### config.mk
export PLATFORM = sky130hd
export DESIGN_NAME = throttle_ramp_speed_limiter_unit_flat
export DESIGN_NICKNAME = d
export VERILOG_FILES = /design/src/hdl/trsl_pkg.sv /design/src/hdl/trsl_stream_if.sv /design/src/hdl/throttle_ramp_speed_limiter_unit.sv /design/src/flat_wrapper.sv
export SDC_FILE = /design/constraint.sdc
export NUM_CORES = 1
export LEC_CHECK = 0
export BUFFER_PORTS_ARGS = -buffer_cell sky130_fd_sc_hd__buf_2
export CORE_MARGIN = 8
export CORE_UTILIZATION = 43
export DETAILED_ROUTE_END_ITERATION = 7
export GPL_ROUTABILITY_DRIVEN = 0
export PLACE_DENSITY_LB_ADDON = 0.2
export SLEW_MARGIN = 20
export SYNTH_ARGS = -nofsm -noshare
export SYNTH_HDL_FRONTEND = slang
export SYNTH_SLANG_ARGS = --single-unit
### constraint.sdc
create_clock -name clk -period 6.24 [get_ports clk]
set_clock_uncertainty 0.2 [all_clocks]
set_input_delay 0.624 -clock clk [delete_from_list [all_inputs] [get_ports clk]]
set_output_delay 0.624 -clock clk [all_outputs]
set_load 0.1 [all_outputs]
### src/hdl/trsl_pkg.sv
package trsl_pkg;

  // Field widths of the channel words, the registers and the hall counter.
  localparam int unsigned CODE_W  = 12;
  localparam int unsigned SPEED_W = 16;
  localparam int unsigned DUTY_W  = 8;
  localparam int unsigned SCALE_W = 20;
  localparam int unsigned STEP_W  = 8;
  localparam int unsigned COUNT_W = 16;

  // Configuration port.
  localparam int unsigned CFG_IDX_W  = 3;
  localparam int unsigned CFG_DATA_W = 20;

  localparam logic [CFG_IDX_W-1:0] CFG_THROTTLE_MIN = 3'd0;
  localparam logic [CFG_IDX_W-1:0] CFG_THROTTLE_MAX = 3'd1;
  localparam logic [CFG_IDX_W-1:0] CFG_SPEED_LIMIT  = 3'd2;
  localparam logic [CFG_IDX_W-1:0] CFG_RAMP_STEP    = 3'd3;
  localparam logic [CFG_IDX_W-1:0] CFG_SPEED_SCALE  = 3'd4;

  // Register values after reset.
  localparam logic [CODE_W-1:0]  RST_THROTTLE_MIN = 12'd0;
  localparam logic [CODE_W-1:0]  RST_THROTTLE_MAX = 12'd4095;
  localparam logic [SPEED_W-1:0] RST_SPEED_LIMIT  = 16'd50000;
  localparam logic [STEP_W-1:0]  RST_RAMP_STEP    = 8'd1;
  localparam logic [SCALE_W-1:0] RST_SPEED_SCALE  = 20'd254541;

  // Serial unit lengths: one multiplier bit or one quotient bit per cycle.
  localparam int unsigned MUL_STEPS = COUNT_W;
  localparam int unsigned DIV_STEPS = DUTY_W;
  localparam int unsigned STEP_CNT_W = $clog2(MUL_STEPS);

  typedef enum logic [1:0] {
    OP_HALL   = 2'd0,
    OP_WINDOW = 2'd1,
    OP_CTRL   = 2'd2,
    OP_SPARE  = 2'd3
  } trsl_op_t;

  typedef enum logic {
    KIND_SPEED = 1'b0,
    KIND_PWM   = 1'b1
  } trsl_kind_t;

  typedef struct packed {
    trsl_op_t          operation;
    logic [CODE_W-1:0] throttle_code;
    logic              brake_released;
  } trsl_in_word_t;

  typedef struct packed {
    trsl_kind_t         result_kind;
    logic [SPEED_W-1:0] speed_mh;
    logic [DUTY_W-1:0]  pwm_duty;
  } trsl_out_word_t;

endpackage

### src/hdl/trsl_stream_if.sv
interface trsl_stream_if #(
  parameter type payload_t = logic
);
  logic     valid;
  logic     ready;
  payload_t data;

  modport source(output valid, output data, input ready);
  modport sink(input valid, input data, output ready);
endinterface

### src/hdl/throttle_ramp_speed_limiter_unit.sv
// Channel   Dir  Word            Handshake
// in_word   in   trsl_in_word_t  valid/ready, taken when both are high
// out_word  out  trsl_out_word_t valid/ready, held until taken
// cfg_*     in   index + data    written on every edge with cfg_we high
//
// A hall edge is handled at the accept and gives no word. A window end takes
// the accept, 16 steps of a bit-serial shift-add multiplier and one to finish.
// A control tick takes the accept, 8 steps of a restoring divider and one to
// finish, or only the accept and the finish when the target is clamped.
// Reset (rst_n low, synchronous) clears the counters, speed, ramp and the
// handshake. A word waiting on out_word does not block the next input word;
// only finishing the following result waits for the output register.
module throttle_ramp_speed_limiter_unit (
  input  logic                             clk,
  input  logic                             rst_n,
  trsl_stream_if.sink                      in_word,
  trsl_stream_if.source                    out_word,
  input  logic                             cfg_we,
  input  logic [trsl_pkg::CFG_IDX_W-1:0]   cfg_index,
  input  logic [trsl_pkg::CFG_DATA_W-1:0]  cfg_data
);
  import trsl_pkg::*;

  typedef enum logic [1:0] {
    ST_IDLE,
    ST_MUL,
    ST_DIV,
    ST_FIN
  } state_t;

  // Configuration registers.
  logic [CODE_W-1:0]  throttle_min_r;
  logic [CODE_W-1:0]  throttle_max_r;
  logic [SPEED_W-1:0] speed_limit_r;
  logic [STEP_W-1:0]  ramp_step_r;
  logic [SCALE_W-1:0] speed_scale_r;

  // Block state.
  state_t             state_r;
  trsl_op_t           op_r;
  logic               brake_rel_r;
  logic [STEP_CNT_W-1:0] step_cnt_r;
  logic [COUNT_W-1:0] pulse_count_r;
  logic [SPEED_W-1:0] speed_r;
  logic [DUTY_W-1:0]  ramp_r;

  // Serial datapath: product register, divider remainder and quotient.
  logic [SCALE_W+COUNT_W-1:0] prod_r;
  logic [CODE_W-1:0]          rem_r;
  logic [DUTY_W-1:0]          quo_r;

  // Output register.
  logic           out_valid_r;
  trsl_out_word_t out_data_r;

  logic accept;
  logic fin_fire;

  assign in_word.ready  = (state_r == ST_IDLE);
  assign accept         = in_word.valid && in_word.ready;
  assign fin_fire       = (state_r == ST_FIN) && (!out_valid_r || out_word.ready);
  assign out_word.valid = out_valid_r;
  assign out_word.data  = out_data_r;

  // Control tick setup: span, offset and offset * 255 as the dividend.
  logic                  code_low;
  logic                  code_high;
  logic [CODE_W-1:0]     offset;
  logic [CODE_W-1:0]     span;
  logic [CODE_W+DUTY_W-1:0] dividend;

  always_comb begin
    code_low  = (throttle_max_r <= throttle_min_r) ||
                (in_word.data.throttle_code <= throttle_min_r);
    code_high = (in_word.data.throttle_code >= throttle_max_r);
    offset    = in_word.data.throttle_code - throttle_min_r;
    span      = throttle_max_r - throttle_min_r;
    dividend  = {offset, {DUTY_W{1'b0}}} - {{DUTY_W{1'b0}}, offset};
  end

  // One multiplier step: add the scale when the low count bit is set.
  logic [SCALE_W:0] mul_sum;

  always_comb begin
    mul_sum = {1'b0, prod_r[SCALE_W+COUNT_W-1:COUNT_W]} +
              (prod_r[0] ? {1'b0, speed_scale_r} : '0);
  end

  // One divider step: shift in the next dividend bit and try the span.
  logic [CODE_W:0]   div_shift;
  logic [CODE_W+1:0] div_trial;
  logic              div_bit;

  always_comb begin
    div_shift = {rem_r, quo_r[DUTY_W-1]};
    div_trial = {1'b0, div_shift} - {2'b00, span};
    div_bit   = !div_trial[CODE_W+1];
  end

  // Window result: drop the Q8 fraction and saturate to 16 bits.
  logic [SPEED_W-1:0] speed_nxt;

  always_comb begin
    if (prod_r[SCALE_W+COUNT_W-1:SPEED_W+8] != '0) begin
      speed_nxt = '1;
    end else begin
      speed_nxt = prod_r[SPEED_W+7:8];
    end
  end

  // Ramp update: fall when over the limit, else rise or take the target.
  logic [DUTY_W:0]   ramp_up;
  logic [DUTY_W-1:0] ramp_nxt;

  always_comb begin
    ramp_up = {1'b0, ramp_r} + {1'b0, ramp_step_r};
    if (speed_r > speed_limit_r) begin
      ramp_nxt = (ramp_r > ramp_step_r) ? (ramp_r - ramp_step_r) : '0;
    end else if (ramp_r < quo_r) begin
      ramp_nxt = ramp_up[DUTY_W] ? '1 : ramp_up[DUTY_W-1:0];
    end else begin
      ramp_nxt = quo_r;
    end
  end

  // Configuration writes.
  always_ff @(posedge clk) begin
    if (!rst_n) begin
      throttle_min_r <= RST_THROTTLE_MIN;
      throttle_max_r <= RST_THROTTLE_MAX;
      speed_limit_r  <= RST_SPEED_LIMIT;
      ramp_step_r    <= RST_RAMP_STEP;
      speed_scale_r  <= RST_SPEED_SCALE;
    end else if (cfg_we) begin
      case (cfg_index)
        CFG_THROTTLE_MIN: throttle_min_r <= cfg_data[CODE_W-1:0];
        CFG_THROTTLE_MAX: throttle_max_r <= cfg_data[CODE_W-1:0];
        CFG_SPEED_LIMIT:  speed_limit_r  <= cfg_data[SPEED_W-1:0];
        CFG_RAMP_STEP:    ramp_step_r    <= cfg_data[STEP_W-1:0];
        CFG_SPEED_SCALE:  speed_scale_r  <= cfg_data[SCALE_W-1:0];
        default: ;
      endcase
    end
  end

  // Sequencer, serial units and output register.
  always_ff @(posedge clk) begin
    if (!rst_n) begin
      state_r       <= ST_IDLE;
      op_r          <= OP_HALL;
      brake_rel_r   <= 1'b0;
      step_cnt_r    <= '0;
      pulse_count_r <= '0;
      speed_r       <= '0;
      ramp_r        <= '0;
      out_valid_r   <= 1'b0;
    end else begin
      // The output word leaves when taken, unless a new one replaces it.
      if (out_word.ready && !fin_fire) begin
        out_valid_r <= 1'b0;
      end
      unique case (state_r)
        ST_IDLE: begin
          if (accept) begin
            op_r        <= in_word.data.operation;
            brake_rel_r <= in_word.data.brake_released;
            step_cnt_r  <= '0;
            case (in_word.data.operation)
              OP_HALL: begin
                if (pulse_count_r != '1) begin
                  pulse_count_r <= pulse_count_r + 1'b1;
                end
              end
              OP_WINDOW: begin
                prod_r        <= {{SCALE_W{1'b0}}, pulse_count_r};
                pulse_count_r <= '0;
                state_r       <= ST_MUL;
              end
              OP_CTRL: begin
                if (code_low) begin
                  quo_r   <= '0;
                  state_r <= ST_FIN;
                end else if (code_high) begin
                  quo_r   <= '1;
                  state_r <= ST_FIN;
                end else begin
                  rem_r   <= dividend[CODE_W+DUTY_W-1:DUTY_W];
                  quo_r   <= dividend[DUTY_W-1:0];
                  state_r <= ST_DIV;
                end
              end
              default: ;
            endcase
          end
        end
        ST_MUL: begin
          prod_r     <= {mul_sum, prod_r[COUNT_W-1:1]};
          step_cnt_r <= step_cnt_r + 1'b1;
          if (step_cnt_r == STEP_CNT_W'(MUL_STEPS - 1)) begin
            state_r <= ST_FIN;
          end
        end
        ST_DIV: begin
          rem_r      <= div_bit ? div_trial[CODE_W-1:0] : div_shift[CODE_W-1:0];
          quo_r      <= {quo_r[DUTY_W-2:0], div_bit};
          step_cnt_r <= step_cnt_r + 1'b1;
          if (step_cnt_r == STEP_CNT_W'(DIV_STEPS - 1)) begin
            state_r <= ST_FIN;
          end
        end
        ST_FIN: begin
          if (fin_fire) begin
            out_valid_r <= 1'b1;
            state_r     <= ST_IDLE;
            if (op_r == OP_WINDOW) begin
              speed_r                 <= speed_nxt;
              out_data_r.result_kind  <= KIND_SPEED;
              out_data_r.speed_mh     <= speed_nxt;
              out_data_r.pwm_duty     <= '0;
            end else begin
              out_data_r.result_kind  <= KIND_PWM;
              out_data_r.speed_mh     <= speed_r;
              if (brake_rel_r) begin
                ramp_r              <= ramp_nxt;
                out_data_r.pwm_duty <= ramp_nxt;
              end else begin
                out_data_r.pwm_duty <= '0;
              end
            end
          end
        end
        default: state_r <= ST_IDLE;
      endcase
    end
  end

`ifndef SYNTH
  // The count was cleared when the window word was taken, and no hall edge
  // can slip in while the multiplier runs.
  a_count_clear: assert property (@(posedge clk) disable iff (!rst_n)
    (state_r == ST_FIN && op_r == OP_WINDOW) |-> (pulse_count_r == '0))
    else $error("pulse count not clear at window end");

  // An engaged brake never moves the ramp.
  a_brake_hold: assert property (@(posedge clk) disable iff (!rst_n)
    (fin_fire && op_r == OP_CTRL && !brake_rel_r) |=> $stable(ramp_r))
    else $error("ramp moved with brake engaged");

  // Speed reports always carry a zero duty.
  a_speed_duty: assert property (@(posedge clk) disable iff (!rst_n)
    (out_valid_r && out_data_r.result_kind == KIND_SPEED) |-> (out_data_r.pwm_duty == '0))
    else $error("speed report with nonzero duty");
`endif

endmodule

### src/flat_wrapper.sv
// flat-port wrapper written by rule: the top's interface ports become plain ports
module throttle_ramp_speed_limiter_unit_flat import trsl_pkg::*;
  (clk, rst_n, cfg_we, cfg_index, cfg_data, in_word_valid, in_word_data, in_word_ready, out_word_valid, out_word_data, out_word_ready);
  trsl_stream_if #(.payload_t(trsl_in_word_t)) in_word_i ();
  trsl_stream_if #(.payload_t(trsl_out_word_t)) out_word_i ();
  input  logic clk;
  input  logic rst_n;
  input  logic cfg_we;
  input  logic [trsl_pkg::CFG_IDX_W-1:0] cfg_index;
  input  logic [trsl_pkg::CFG_DATA_W-1:0] cfg_data;
  input wire logic [$bits(in_word_i.valid)-1:0] in_word_valid;
  input wire logic [$bits(in_word_i.data)-1:0] in_word_data;
  output wire logic [$bits(in_word_i.ready)-1:0] in_word_ready;
  output wire logic [$bits(out_word_i.valid)-1:0] out_word_valid;
  output wire logic [$bits(out_word_i.data)-1:0] out_word_data;
  input wire logic [$bits(out_word_i.ready)-1:0] out_word_ready;
  assign in_word_i.valid = in_word_valid;
  assign in_word_i.data = in_word_data;
  assign in_word_ready = in_word_i.ready;
  assign out_word_valid = out_word_i.valid;
  assign out_word_data = out_word_i.data;
  assign out_word_i.ready = out_word_ready;
  throttle_ramp_speed_limiter_unit u_core (.clk(clk), .rst_n(rst_n), .in_word(in_word_i), .out_word(out_word_i), .cfg_we(cfg_we), .cfg_index(cfg_index), .cfg_data(cfg_data));
endmodule
==> results.yml, run 1 <==
logic_synthesis:
  yosysTopAreaCell: "edfxtp_1"
  ys.flop_type: "dfxtp_1"
  syn_avg_cell_area_sq_um: 8.79
  synthArstFlopShare_pct: 0
  synth.area.top_cells: "edfxtp_1 19%, dfxtp_1 19%, ha_1 12%, nand2_1 5.9%, a21oi_1 3.9%"
  synthCells: 1431
  syn_area_sq_mm: 0.0126
  synth_top_area_share_pct: 19.3
  seq_area_frac_synth_pct: 38.1
  ys_warn_count: 0
  synth_edf_count: 81
  synth.net_count: 1599
  ys_ff_latch: 199
  synth.distinct_cells: 78
sta:
  finalCritPeriodShare_pct: 79.6
  max_freq_ghz: 0.201
  report.final.slew_viol_count: 0
  rsz0062_at_grt: "false"
  setup_viol: 0
  fin_tns_setup_ns: 0
  min_period_ns: 4.97
  hold_viol: 0
  tightest_slew_ns: 0.975
  relSlewSlack_pct: 34.7
flow_run:
  maxCapViolations: 0
clock_network:
  cts_tree: "done"
  cts_hold_buf: 0
  cts-root-buf: "clkbuf_16"
  numCtsBuffers: 17
  clk_pin_slew_worst_paths_ns: 0.09
  cts.sinks: 199
  cts_buffer_depth: 2
  htree_levels: 4
  clk_latency_ns: 0.44
  cts_setup_buffers: 0
  cts_resized: 0
cells_and_area:
  instances_no_fill: 1877
  area.sequential_sq_mm: 0.00479
  final_cell_area_sq_mm: 0.0140
  multiInputGateArea_sq_mm: 0.00723
  drive_above_1_share_pct: 11.5
  fillers: 2807
  layout.nets: 1647
  area_delta_synth_final_pct: 11.1
routing:
  routedWlPerCell_microns: 17.7
  firstDrtPassIters: 5
  routed_wirelength_microns: 33200
  routed_via_density: 5.53
  via_count: 10400
  drc: 0
  drt-initial-drc-count: 667
  ant_nets: 0
global_route:
  grt_pass1_wl_microns: 53800
  grtUsageTotal_pct: 18.8
  antenna_found_initial: 3
  grt.overflow.total: 0
  grt_pass1_vias: 10100
  grt_max_degree: 61
outcome:
  status: "completed"
place:
  place_hpwl_microns: 24600
  portBuffers: 69
  post_dp_cell_area_sq_mm: 0.0133
  place_inst: 1844
min_path:
  hold-path-cell-count: 3
  holdCritPathClass: "input port to register"
worst_setup_path:
  cp.required_ns: 6.23
  worst_setup_path_end_kind: "register"
  reg2regPathDepth: 20
  cp-start-kind: "register"
  setup.worst_path.end: "u_core.rem_r[9]$_DFFE_PP_"
  worstSetupPathType: "register to register"
  path_max_fanout: 18
  crit_start: "u_core.throttle_max_r[0]$_SDFFE_PN1P_"
  r2r_setup_slack_ns: 1.27
  r2r_end: "u_core.rem_r[9]$_DFFE_PP_"
  arrival_ns: 4.96
  r2r-start: "u_core.throttle_max_r[0]$_SDFFE_PN1P_"
die:
  io-pin-count: 70
  rows: 62
  initial_core_util_pct: 43.7
  die_y_microns: 187
  core_area_sq_mm: 0.0288
  die_w_microns: 187
  dieArea_sq_mm: 0.0350
power_and_ir_drop:
  power.density_mw_per_mm2: 259
  vdd_ir_drop_max_mv: 0.165
  power_leakage_nw: 5.68
  finalPower_w: 0.00363
-- metal layers --
| metal | GRT usage, % | share of wire, % |
|---|---|---|
| met5 | 0 | 0.039 |
| met4 | 6.63 | 2.0 |
| met3 | 2.83 | 5.3 |
| met2 | 31.1 | 46 |
| met1 | 24.5 | 47 |
-- cell usage in the layout (no fill, tap or decap), drive strengths merged, types with 4 or more instances in the layout --
cell,synthesis,routed
nor3,25,25
nand4,14,14
nand2b,18,18
a211oi,25,25
o21bai,8,8
o2111a,5,5
nand3,34,34
o211ai,31,31
ha,119,119
xor2,30,30
o21a,18,18
o21ai,83,83
clkinv,2,9
a21boi,7,7
nand2,199,199
edfxtp,81,81
or3,7,7
o41ai,4,4
mux2,22,22
dfxtp,118,118
nor4,7,7
o31ai,6,6
o221a,6,6
nor2b,11,11
and2,31,31
or2,6,6
xnor2,33,33
clkbuf,50,17
a21o,22,22
inv,95,102
a31oi,18,18
a2111oi,5,5
buf,4,83
a21oi,99,99
o211a,4,4
and3,6,6
nor2,122,122
mux2i,7,7
fa,6,6
-- critical path: stages (launching register included) --
cell,delay [ns]
dfxtp_1,0.32
inv_1,0.07
ha_1,0.17
inv_1,0.05
fa_1,0.40
a21o_1,0.18
a21oi_1,0.22
o21ai_0,0.16
a2111oi_0,0.68
nor2_1,0.16
a21o_1,0.21
a21oi_1,0.17
xor2_1,0.17
ha_1,0.29
and2_1,0.17
o21ai_0,0.20
o211ai_1,0.13
buf_4,0.24
mux2_2,0.28
a22oi_1,0.18
nand2_1,0.07
-- cell families after synthesis --
family | after synthesis | share of synthesized area (%)
AND/OR/NAND/NOR | 490 | 17.6
AO/OA/AOI/OAI | 371 | 19.6
multiplexers | 29 | 2.53
adder cells (fa/ha/maj) | 128 | 13.1
flip-flops | 199 | 38.1
buffers and inverters | 151 | 4.55
XOR/XNOR | 63 | 4.51
-- where the power goes --
part,internal [W],switching (W)
logic,0.000328,0.000586
registers,0.00146,0.0000514
clock network,0.000594,0.000602
total,0.00239,0.00124
-- flip-flops by register name, indices dropped and copies added (netlist names), 16 cells and up --
register / cells
u_core.prod_r: 36
u_core.out_word.data: 25
u_core.speed_scale_r: 20
u_core.speed_r: 16
u_core.pulse_count_r: 16
u_core.speed_limit_r: 16
-- cell usage after synthesis (4+ instances only) --
cell type  instances
o21a_1            18
clkbuf_1          50
or3_1              7
and2_1            31
fa_1               6
dfxtp_1          118
xnor2_1           31
a31oi_1           18
a21o_1            21
o31ai_1            5
nor4_1             7
mux2i_1            7
nand2_1          199
nor3_1            24
a21oi_1           98
nor2b_1           11
edfxtp_1          81
inv_1             95
o21bai_1           8
nor2_1           121
nand2b_1          18
mux2_2            22
o211ai_1          31
o221a_2            6
a211oi_1          24
a2111oi_0          4
o2111a_1           5
xor2_1            30
or2_2              6
nand3_1           34
a21boi_0           7
nand4_1           14
ha_1             119
o21ai_0           80
and3_1             6
-- worst min path at each step --
stage / from / end / slack, ns
floorplan: u_core.op_r[1]$_SDFFE_PN0P_ / u_core.op_r[1]$_SDFFE_PN0P_ / 0.23
global placement: u_core.speed_scale_r[5]$_SDFFE_PN0P_ / u_core.speed_scale_r[5]$_SDFFE_PN0P_ / 0.24
detailed placement: u_core.speed_scale_r[4]$_SDFFE_PN0P_ / u_core.speed_scale_r[4]$_SDFFE_PN0P_ / 0.25
global route: cfg_data[17] / u_core.speed_scale_r[17]$_SDFFE_PN1P_ / 0.20
finish: cfg_data[17] / u_core.speed_scale_r[17]$_SDFFE_PN1P_ / 0.19
CTS: cfg_data[17] / u_core.speed_scale_r[17]$_SDFFE_PN1P_ / 0.17
-- final cells by class --
cell class,count,share of cell area (%)
clock inverters,15,1.59
flip-flops and latches,199,34.3
clock buffers,17,3.04
repair buffers,83,3.22
multi-input cells,1081,51.8
diodes,1,0.0179
well taps,384,3.44
inverters,97,2.61
-- through the flow --
stage	hold slack (ns)	util (%)	setup WS [ns]
2_1_floorplan	0.231	-	1.79
6_report	0.191	48.5	1.27
3_5_place_dp	0.247	46.3	1.31
5_1_grt	0.198	48.5	0.955
4_1_cts	0.172	48.5	1.30
3_3_place_gp	0.238	46.3	1.41
Power figures use the tool's default switching activity.
==> run 2: changes to the inputs <==
Clock period 6.24 ns to 4.6 ns, I/O delays scaled along.
==> run 2 against run 1 <==
Worst hold slack lost 0.16 ns; largest power group unchanged; maximum frequency up 14%; wire length down 1.1%; via count is 0.16% higher; core utilization increased by 0.49 points; register-to-register slack got worse by 1.0 ns.
==> results.yml, run 2 (synthesis results as in run 1) <==
global_route:
  grt_pass1_wl_microns: 53900
  grtUsageTotal_pct: 18.7
  grt_max_degree: 53
  antenna_found_initial: 2
  grt.overflow.total: 0
  grt_pass1_vias: 10400
power_and_ir_drop:
  vdd_ir_drop_max_mv: 0.273
  power_leakage_nw: 5.77
  power.density_mw_per_mm2: 353
routing:
  firstDrtPassIters: 5
  routed_wirelength_microns: 32900
  via_count: 10400
  drc: 0
  drt-initial-drc-count: 709
  ant_nets: 0
  routedWlPerCell_microns: 17.4
  routed_via_density: 5.49
sta:
  tightest_slew_ns: 0.905
  report.final.slew_viol_count: 0
  max_freq_ghz: 0.229
  hold_viol: 0
  fin_ws_ns: 0.241
  setup_viol: 0
  relSlewSlack_pct: 39.4
  rsz0062_at_grt: "false"
  finalCritPeriodShare_pct: 94.8
  min_period_ns: 4.36
clock_network:
  cts_tree: "done"
  htree_levels: 4
  numCtsBuffers: 17
  clk_latency_ns: 0.45
  cts_buffer_depth: 2
  clk_pin_slew_worst_paths_ns: 0.09
  cts-root-buf: "clkbuf_16"
  cts.sinks: 199
place:
  place_ws_ns: -0.110
  portBuffers: 69
  place_hpwl_microns: 24400
worst_setup_path:
  reg2regPathDepth: 22
  cpPeakStageDelay_ns: 0.38
  worst-path-buf-inv: 5
  cp_cell_sequence: "inv_1, ha_1, inv_1, fa_2, a21o_1, a21oi_2, o21ai_2, a2111oi_2, buf_4, nor2_1, a21o_1, a21oi_2, xor2_1, ha_1, and2_1, o21ai_1, o211ai_1, buf_4, buf_6, mux2_2, nor2_1, a31oi_1"
  slowest_stage: "a2111oi_2"
  cp-start-kind: "register"
  arrival_ns: 4.34
  path_max_fanout: 5
  critPathTopFamily: "compound AO/OA/AOI/OAI gates"
  critical_path_depth: 22
  cp.required_ns: 4.58
  worstSetupPathType: "register to register"
  worst_setup_path_end_kind: "register"
cells_and_area:
  fillers: 2728
  area_delta_synth_final_pct: 12.2
  largest_reg_flops: 36
  final_cell_mix: "199 x nand2_1, 119 x nor2_1, 119 x ha_1"
  final_util_pct: 49.0
  largest_register: "u_core.prod_r"
  drive_above_1_share_pct: 12.7
  reg.largest.list: "u_core.prod_r x36, u_core.out_word.data x25, u_core.speed_scale_r x20"
  final_common_cell: "nand2_1"
  layout.nets: 1664
die:
  dieArea_sq_mm: 0.0350
  initial_core_util_pct: 43.7
  die_y_microns: 187
  core_area_sq_mm: 0.0288
  io-pin-count: 70
  rows: 62
  die_w_microns: 187
min_path:
  hold-path-cell-count: 3
  holdCritPathClass: "input port to register"
flow_run:
  maxCapViolations: 0
outcome:
  status: "completed"
==> run 2: changes by cell type in the layout (fill, tap and decap cells not counted), sizes merged <==
cell         change
dlygate4sd3      +1
inv              +7
bufinv           -1
clkinv           -6
buf             +16
==> run 2: final timing paths <==
check / from / to / slack [ns]
setup / recovery: u_core.throttle_max_r[0]$_SDFFE_PN1P_ / u_core.rem_r[6]$_DFFE_PP_ / 0.24
hold / removal: cfg_data[16] / u_core.speed_scale_r[16]$_SDFFE_PN1P_ / 0.03
setup reg to reg: u_core.throttle_max_r[0]$_SDFFE_PN1P_ / u_core.rem_r[6]$_DFFE_PP_ / 0.24
hold reg to reg: u_core.speed_scale_r[4]$_SDFFE_PN0P_ / u_core.speed_scale_r[4]$_SDFFE_PN0P_ / 0.25
==> run 2: layout make-up <==
class	count	area (sq um)	share of cell area [%]
Multi-Input combinational cell	1081	7250	51.3
Sequential cell	199	4790	34.0
Timing Repair Buffer	100	582	4.12
Tap cell	384	480	3.40
Clock buffer	17	425	3.01
Inverter	97	364	2.58
Clock inverter	15	218	1.54
Antenna cell	1	2.50	0.0177
==> run 2: through the flow <==
stage                     area, sq um  hold WS (ns)  setup TNS, ns  instances  total power (W)
after floorplan                 12600         0.231              0       1431          0.00301
final                           14100        0.0281              0       1894          0.00498
after CTS                       14100        0.0137              0       1888          0.00499
after global routing            14100        0.0265              0       1894          0.00523
after global placement          13400         0.239              0       1855          0.00333
after detailed placement        13400         0.244         -0.467       1855          0.00335
==> run 2: power by group <==
part,internal (W),leakage (nW),switching (W)
clock network,0.000778,0.311,0.000869
logic,0.000469,3.74,0.000810
registers,0.00199,1.71,0.0000653
==> run 2: worst reg2reg max path: cells and delay by family, from the launching register on <==
family | cells | cell delay [ns]
simple gates | 3 | 0.31
buf+inv | 5 | 0.60
mux | 1 | 0.27
compound gates | 9 | 1.48
fa+ha+maj | 3 | 0.77
xor+xnor | 1 | 0.16
flops | 1 | 0.32
==> run 2: per-layer routing <==
layer	vias to the layer above	track usage [%]	wire, microns
li1	5221	-	-
met1	4902	24.8	15800
met2	221	30.3	15000
met3	53	3.17	1220
met4	2	6.29	818
met5	-	0	13
==> run 2: what timing repair did <==
item / in CTS / in global routing
hold endpoints to repair: 1 / 0
setup buffers: 0 / 4
gates cloned: 0 / 1
hold buffers: 1 / 0
resized for setup: 2 / 9
endpoints found under the setup margin: 5 / 12
pin swaps: 1 / 3
